File: config.mk
export PLATFORM = sky130hd
export DESIGN_NAME = isbn_issn_mod11_validator_top
export DESIGN_NICKNAME = d
export VERILOG_FILES = /design/src/design/isv_pkg.sv /design/src/design/isbn_issn_mod11_validator_top.sv /design/src/design/isv_char_decode.sv /design/src/design/isv_accum.sv
export SDC_FILE = /design/constraint.sdc
export NUM_CORES = 1
export LEC_CHECK = 0
export BUFFER_PORTS_ARGS = -buffer_cell sky130_fd_sc_hd__buf_2
export CELL_PAD_IN_SITES_DETAIL_PLACEMENT = 0
export CELL_PAD_IN_SITES_GLOBAL_PLACEMENT = 1
export CORE_MARGIN = 3
export CORE_UTILIZATION = 50
export DETAILED_ROUTE_END_ITERATION = 8
export PLACE_DENSITY_LB_ADDON = 0.1
export REMOVE_ABC_BUFFERS = 1
export SLEW_MARGIN = 20
export SYNTH_ARGS = -nofsm -noshare
export SYNTH_HDL_FRONTEND = slang
export SYNTH_SLANG_ARGS = --single-unit
File: constraint.sdc
create_clock -name clk_i -period 19.1 [get_ports clk_i]
set_input_delay 1.91 -clock clk_i [delete_from_list [all_inputs] [get_ports clk_i]]
set_output_delay 1.91 -clock clk_i [all_outputs]
set_load 0.03 [all_outputs]
File: src/design/isv_pkg.sv
package isv_pkg;

  localparam logic [3:0] IsbnLen      = 4'd13;
  localparam logic [3:0] IssnLen      = 4'd9;
  localparam logic [2:0] IsbnDashes   = 3'd3;
  localparam logic [2:0] IssnDashes   = 3'd1;
  localparam logic [3:0] CountMax     = 4'd15;
  localparam logic [3:0] XValue       = 4'd10;
  localparam logic [3:0] IssnTopWt    = 4'd8;
  localparam logic [3:0] SyntaxRem    = 4'd12;
  localparam logic [7:0] Modulus      = 8'd11;
  // floor(x * 187 / 2048) equals floor(x / 11) for every x below 230, which covers
  // the largest weighted term of 140.
  localparam logic [7:0] RecipMod11   = 8'd187;
  localparam int unsigned RecipShift  = 11;

  localparam logic [7:0] CharDash  = 8'h2D;
  localparam logic [7:0] CharZero  = 8'h30;
  localparam logic [7:0] CharNine  = 8'h39;
  localparam logic [7:0] CharUpX   = 8'h58;
  localparam logic [7:0] CharLowX  = 8'h78;

  typedef enum logic {
    KIND_ISBN = 1'b0,
    KIND_ISSN = 1'b1
  } id_kind_e;

  typedef enum logic [1:0] {
    ST_VALID    = 2'd0,
    ST_LENGTH   = 2'd1,
    ST_SYNTAX   = 2'd2,
    ST_CHECKSUM = 2'd3
  } status_e;

  typedef struct packed {
    logic       is_dash;
    logic       is_value;
    logic [3:0] value;
  } char_class_t;

  function automatic logic [3:0] mod11(input logic [7:0] x);
    logic [15:0] prod;
    logic [3:0]  q;
    logic [7:0]  qm;
    prod = 16'(x) * 16'(RecipMod11);
    q    = prod[RecipShift +: 4];
    qm   = 8'(q) * Modulus;
    return 4'(x - qm);
  endfunction

endpackage

File: src/design/isbn_issn_mod11_validator_top.sv
// ISBN / ISSN mod 11 check-digit validator.
//
// Input channel: one character per request on char_code_i, with last_char_i
// set on the final character of a string (in_valid_i / in_ready_o).
// Output channel: one request per string on status_o and remainder_o, given
// after its last character (out_valid_o / out_ready_i).
// Configuration: cfg_we_i writes cfg_wdata_i into the mode register,
// 0 for ISBN and 1 for ISSN; write it only while no string is in flight.
//
// Each character passes an input register, then combinational decode,
// weighting and mod 11 reduction into the string state and result register.
// out_valid_o is set when the last character leaves the input register.
// Throughput is one character per cycle unless a last character is stalled. A result waiting on out_ready_i
// stalls only a pending last character; other characters keep flowing.
// Reset clears the mode to ISBN, empties both registers and clears the
// string state.
module isbn_issn_mod11_validator_top
  import isv_pkg::*;
(
  input  logic       clk_i,
  input  logic       rst_ni,
  input  logic       cfg_we_i,
  input  logic       cfg_wdata_i,
  input  logic       in_valid_i,
  output logic       in_ready_o,
  input  logic [7:0] char_code_i,
  input  logic       last_char_i,
  output logic       out_valid_o,
  input  logic       out_ready_i,
  output logic [1:0] status_o,
  output logic [3:0] remainder_o
);

  id_kind_e    kind_q;
  logic        in_valid_q;
  logic [7:0]  char_q;
  logic        last_q;
  logic        res_valid_q;
  status_e     res_status_q;
  logic [3:0]  res_rem_q;

  char_class_t cls;
  status_e     status_next;
  logic [3:0]  rem_next;
  logic        res_free;
  logic        advance;

  assign res_free   = !res_valid_q || out_ready_i;
  assign advance    = in_valid_q && (!last_q || res_free);
  assign in_ready_o = !in_valid_q || advance;

  always_ff @(posedge clk_i or negedge rst_ni) begin
    if (!rst_ni) begin
      kind_q <= KIND_ISBN;
    end else if (cfg_we_i) begin
      kind_q <= id_kind_e'(cfg_wdata_i);
    end
  end

  always_ff @(posedge clk_i or negedge rst_ni) begin
    if (!rst_ni) begin
      in_valid_q <= 1'b0;
    end else if (in_ready_o) begin
      in_valid_q <= in_valid_i;
    end
  end

  always_ff @(posedge clk_i) begin
    if (in_ready_o && in_valid_i) begin
      char_q <= char_code_i;
      last_q <= last_char_i;
    end
  end

  isv_char_decode u_decode (
    .char_code_i (char_q),
    .cls_o       (cls)
  );

  isv_accum u_accum (
    .clk_i       (clk_i),
    .rst_ni      (rst_ni),
    .kind_i      (kind_q),
    .step_i      (advance),
    .last_i      (last_q),
    .cls_i       (cls),
    .status_o    (status_next),
    .remainder_o (rem_next)
  );

  always_ff @(posedge clk_i or negedge rst_ni) begin
    if (!rst_ni) begin
      res_valid_q <= 1'b0;
    end else if (res_free) begin
      res_valid_q <= advance && last_q;
    end
  end

  always_ff @(posedge clk_i) begin
    if (advance && last_q) begin
      res_status_q <= status_next;
      res_rem_q    <= rem_next;
    end
  end

  assign out_valid_o = res_valid_q;
  assign status_o    = res_status_q;
  assign remainder_o = res_rem_q;

endmodule

File: src/design/isv_char_decode.sv
module isv_char_decode
  import isv_pkg::*;
(
  input  logic [7:0]  char_code_i,
  output char_class_t cls_o
);

  always_comb begin
    cls_o          = '0;
    cls_o.is_dash  = (char_code_i == CharDash);
    if (char_code_i >= CharZero && char_code_i <= CharNine) begin
      cls_o.is_value = 1'b1;
      cls_o.value    = 4'(char_code_i - CharZero);
    end else if (char_code_i == CharUpX || char_code_i == CharLowX) begin
      cls_o.is_value = 1'b1;
      cls_o.value    = XValue;
    end
  end

endmodule

File: src/design/isv_accum.sv
module isv_accum
  import isv_pkg::*;
(
  input  logic        clk_i,
  input  logic        rst_ni,
  input  id_kind_e    kind_i,
  input  logic        step_i,
  input  logic        last_i,
  input  char_class_t cls_i,
  output status_e     status_o,
  output logic [3:0]  remainder_o
);

  logic [3:0] char_count_q, char_count_d;
  logic [2:0] dash_count_q, dash_count_d;
  logic [3:0] running_sum_q, running_sum_d;
  logic       syntax_error_q, syntax_error_d;

  logic [3:0] req_len;
  logic [2:0] max_dashes;
  logic [3:0] count_inc;
  logic       checked;
  logic [3:0] rel_pos;
  logic [3:0] weight;
  logic [7:0] term;

  assign req_len    = (kind_i == KIND_ISSN) ? IssnLen : IsbnLen;
  assign max_dashes = (kind_i == KIND_ISSN) ? IssnDashes : IsbnDashes;
  assign count_inc  = (char_count_q == CountMax) ? CountMax : char_count_q + 4'd1;
  assign checked    = !syntax_error_q && (char_count_q < req_len);

  // Position among non-dash characters; dashes never outnumber earlier positions.
  assign rel_pos = char_count_q - 4'(dash_count_q);
  assign weight  = (kind_i == KIND_ISSN) ? IssnTopWt - rel_pos : rel_pos + 4'd1;
  assign term    = 8'(running_sum_q) + 8'(cls_i.value) * 8'(weight);

  always_comb begin
    char_count_d   = count_inc;
    dash_count_d   = dash_count_q;
    running_sum_d  = running_sum_q;
    syntax_error_d = syntax_error_q;
    if (checked) begin
      if (cls_i.is_dash) begin
        if (dash_count_q >= max_dashes) begin
          syntax_error_d = 1'b1;
        end else begin
          dash_count_d = dash_count_q + 3'd1;
        end
      end else if (cls_i.is_value) begin
        running_sum_d = mod11(term);
      end else begin
        syntax_error_d = 1'b1;
      end
    end

    if (count_inc != req_len) begin
      status_o    = ST_LENGTH;
      remainder_o = 4'd0;
    end else if (syntax_error_d) begin
      status_o    = ST_SYNTAX;
      remainder_o = SyntaxRem;
    end else if (running_sum_d != 4'd0) begin
      status_o    = ST_CHECKSUM;
      remainder_o = running_sum_d;
    end else begin
      status_o    = ST_VALID;
      remainder_o = 4'd0;
    end

    // The last character closes the string; the next one starts fresh.
    if (last_i) begin
      char_count_d   = '0;
      dash_count_d   = '0;
      running_sum_d  = '0;
      syntax_error_d = 1'b0;
    end
  end

  always_ff @(posedge clk_i or negedge rst_ni) begin
    if (!rst_ni) begin
      char_count_q   <= '0;
      dash_count_q   <= '0;
      running_sum_q  <= '0;
      syntax_error_q <= 1'b0;
    end else if (step_i) begin
      char_count_q   <= char_count_d;
      dash_count_q   <= dash_count_d;
      running_sum_q  <= running_sum_d;
      syntax_error_q <= syntax_error_d;
    end
  end

  a_sum_in_range: assert property (@(posedge clk_i) disable iff (!rst_ni)
    running_sum_q < 4'(Modulus))
    else $error("running sum left the mod 11 range");

  a_dash_bound: assert property (@(posedge clk_i) disable iff (!rst_ni)
    dash_count_q <= IsbnDashes)
    else $error("dash count exceeds the largest allowed count");

  a_clear_after_last: assert property (@(posedge clk_i) disable iff (!rst_ni)
    step_i && last_i |=> char_count_q == 4'd0 && !syntax_error_q && running_sum_q == 4'd0)
    else $error("string state not cleared after the last character");

  a_dashes_behind_count: assert property (@(posedge clk_i) disable iff (!rst_ni)
    4'(dash_count_q) <= char_count_q)
    else $error("more dashes than characters");

endmodule
==> flow_metrics.py <==
metrics = {
    "status": {
        "status": "finished clean",
    },
    "power": {
        "fin_total_pwr_mw": 0.275,
        "p_leak_nw": 2.11,
        "clkPwrFrac_pct": 24.0,
        "switching_share_pct": 38.2,
        "seq_power_share_pct": 28.8,
        "p_per_area_mw_per_mm2": 66.9,
        "p_switching_mw": 0.105,
        "ir_drop_mv": 0.0394,
        "combPwrFrac_pct": 47.1,
        "p_int_mw": 0.170,
    },
    "floorplanning": {
        "design.portCount": 23,
        "fp.dieW_um": 92.8,
        "die-area_mm2": 0.00862,
        "start_util_pct": 51.7,
        "dieHeight_um": 92.8,
        "core_mm2": 0.00729,
        "rows": 31,
    },
    "synth": {
        "synth-edff-count": 15,
        "synth_area_per_cell_um2": 9.64,
        "async_flop_share_pct": 50.0,
        "synth_flop_cell": "edfxtp_1",
        "syn_inst": 391,
        "syn_area_mm2": 0.00377,
        "synth_seq_cells": 30,
        "yosysSeqAreaShare_pct": 21.9,
        "ys_types": 50,
        "ys_warn_count": 0,
    },
    "clock_network": {
        "cts_sinks": 30,
        "cts_setup_buffers": 0,
        "clock_path_buffers": 2,
        "path_clk_slew_ps": 70,
        "cts_resized": 0,
        "cts_tree": "done",
        "holdBufCountCts": 0,
        "cts-root-buf": "clkbuf_8",
        "h-tree-depth": 2,
        "clk_latency_ps": 280,
        "cts_buffers": 5,
    },
    "sta": {
        "hold_viol_final": 0,
        "period_minus_slack_ps": 10930,
        "grt_setup_unrepaired": "false",
        "fin_skew_ps": 9.75,
        "timing.hold.ws_ps": 545,
        "setup_viol": 0,
        "fin_tns_setup_ps": 0,
        "finalCritPeriodShare_pct": 57.2,
        "max-slew-margin-rel_pct": 50.2,
        "fmax_ghz": 0.0915,
        "layout_setup_ws_ps": 8170,
        "tightest_slew_ps": 741,
        "slew_viol_final": 0,
    },
    "finish": {
        "final_common_cell": "inv_1",
        "drive_above_1_share_pct": 10.3,
        "multi_input_area_mm2": 0.00261,
        "area_delta_synth_final_pct": 8.96,
        "num-fill-cells": 709,
        "seqCellArea_um2": 826,
        "layout_common_cells": "inv_1, ha_1, fa_1",
        "instances_no_fill": 516,
        "diodes": 0,
        "final_nets": 531,
    },
    "placement": {
        "port_buffers": 22,
        "placed_cells": 508,
        "place_ws_ps": 8100,
        "dp_hpwl_um": 6020,
        "gp_congestion": 0.847,
    },
    "setup_path": {
        "required_ps": 19200,
        "worst-path-max-fanout": 6,
        "slowest_delay_ps": 600,
        "path_class": "reg -> reg",
        "cp.arrival_ps": 11030,
        "path_common_cell": "inv_1",
        "cpMaxStageDelayCell": "xnor2_1",
        "start_kind": "register",
        "end_kind": "register",
    },
    "drt": {
        "drt-total-wl_um": 7050,
        "wire_per_inst_um": 13.7,
        "drc": 0,
        "viasPerCell": 5.23,
        "antenna_left": 0,
        "initialDrtViolationCount": 75,
        "drtPass1Iterations": 4,
        "vias": 2701,
    },
    "global_routing": {
        "grt_pass1_vias": 2611,
        "grt_use_total_pct": 17.7,
        "grt_pass1_wl_um": 12300,
        "grt_start_max_net_pins": 16,
        "gr-total-overflow": 0,
        "antenna_found_initial": 0,
    },
    "hold_path": {
        "hold_path.class": "reg -> reg",
    },
    "flow_run": {
        "max_cap_viol_count": 0,
    },
}
per-layer routing:
| metal | routed length, µm | track usage, % | vias up |
|---|---|---|---|
| met2 | 3010 | 25.0 | 23 |
| met1 | 3900 | 28.5 | 1313 |
| met4 | 19 | 2.56 | 0 |
| li1 | - | - | 1363 |
| met3 | 120 | 3.01 | 2 |
| met5 | 0 | 0 | - |
cell usage after synthesis, types with 4 or more instances:
library cell	instances	share of area, %
a21o_1	6	1.2
a21oi_1	12	1.6
a31oi_1	4	0.66
clkbuf_1	4	0.40
dfrtp_1	15	10
edfxtp_1	15	12
fa_1	28	15
ha_1	72	24
inv_1	83	8.3
nand2_1	16	1.6
nand2b_1	6	1.0
nand3_1	5	0.66
nor2_1	20	2.0
nor3_1	6	0.80
o21ai_0	14	1.9
or3_1	5	0.83
xnor2_1	18	4.2
xor2_1	5	1.2
state kept, by name, summed over array words and instances, names as in the netlist, 2 cells and up:
signal	flops
char_q	8
remainder_o	4
status_o	2
u_accum.char_count_q	4
u_accum.dash_count_q	3
u_accum.running_sum_q	4
area by class of cell:
cell class	count	share of cell area, %
sequential	30	20.1
clock buffer	7	2.10
inverter	83	7.58
multi-input combinational	273	63.6
clock inverter	1	0.731
timing repair buffer	23	2.86
tap	99	3.02
worst paths after layout:
kind | from | end | slack (ps) | depth (start not counted)
setup / recovery | u_accum.char_count_q[0]$_DFFE_PN0P_ | status_o[1]$_SDFFCE_PP0P_ | 8170 | 44
hold / removal | u_accum.char_count_q[0]$_DFFE_PN0P_ | u_accum.char_count_q[0]$_DFFE_PN0P_ | 540 | 2
setup reg to reg | u_accum.char_count_q[0]$_DFFE_PN0P_ | status_o[1]$_SDFFCE_PP0P_ | 8170 | 44
hold reg to reg | u_accum.char_count_q[0]$_DFFE_PN0P_ | u_accum.char_count_q[0]$_DFFE_PN0P_ | 540 | 2
max in group asynchronous | rst_ni | kind_q$_DFFE_PN0P_ | 17310 | 1
min in group asynchronous | rst_ni | u_accum.running_sum_q[3]$_DFFE_PN0P_ | 1530 | 1
power by group through the flow:
stage	registers [mW]	clock network (mW)	logic, mW
5_1_grt	0.0798	0.0703	0.152
4_1_cts	0.0790	0.0676	0.132
2_1_floorplan	0.0796	0	0.103
6_report	0.0793	0.0660	0.130
3_3_place_gp	0.0801	0	0.129
3_5_place_dp	0.0803	0	0.131
stage by stage:
stage	util (%)	cell area (µm²)
6_report	56.3	4110
5_1_grt	56.3	4110
4_1_cts	56.3	4110
3_5_place_dp	54.7	3990
3_3_place_gp	54.7	3990
2_1_floorplan	-	3750
kinds of logic (layout without fill, tap and decap cells):
logic type | Yosys count | in the layout | share of synthesized area, %
DFF | 30 | 30 | 21.9
and+or+nand+nor | 81 | 81 | 11.2
muxes | 5 | 5 | 1.43
buffers and inverters | 88 | 114 | 8.80
xor gates and xnor gates | 27 | 27 | 7.27
AOI/OAI and AO/OA | 60 | 60 | 10.7
adders and majority gates | 100 | 100 | 38.8
worst max-delay path, delay by kind of cell, from the launching register on:
kind / cells / cell delay [ps]
DFF: 1 / 410
AOI/OAI and AO/OA: 10 / 1580
buffers and inverters: 10 / 700
xor gates and xnor gates: 7 / 1870
adders and majority gates: 15 / 5790
and+or+nand+nor: 2 / 410
Power figures use the tool's default switching activity.
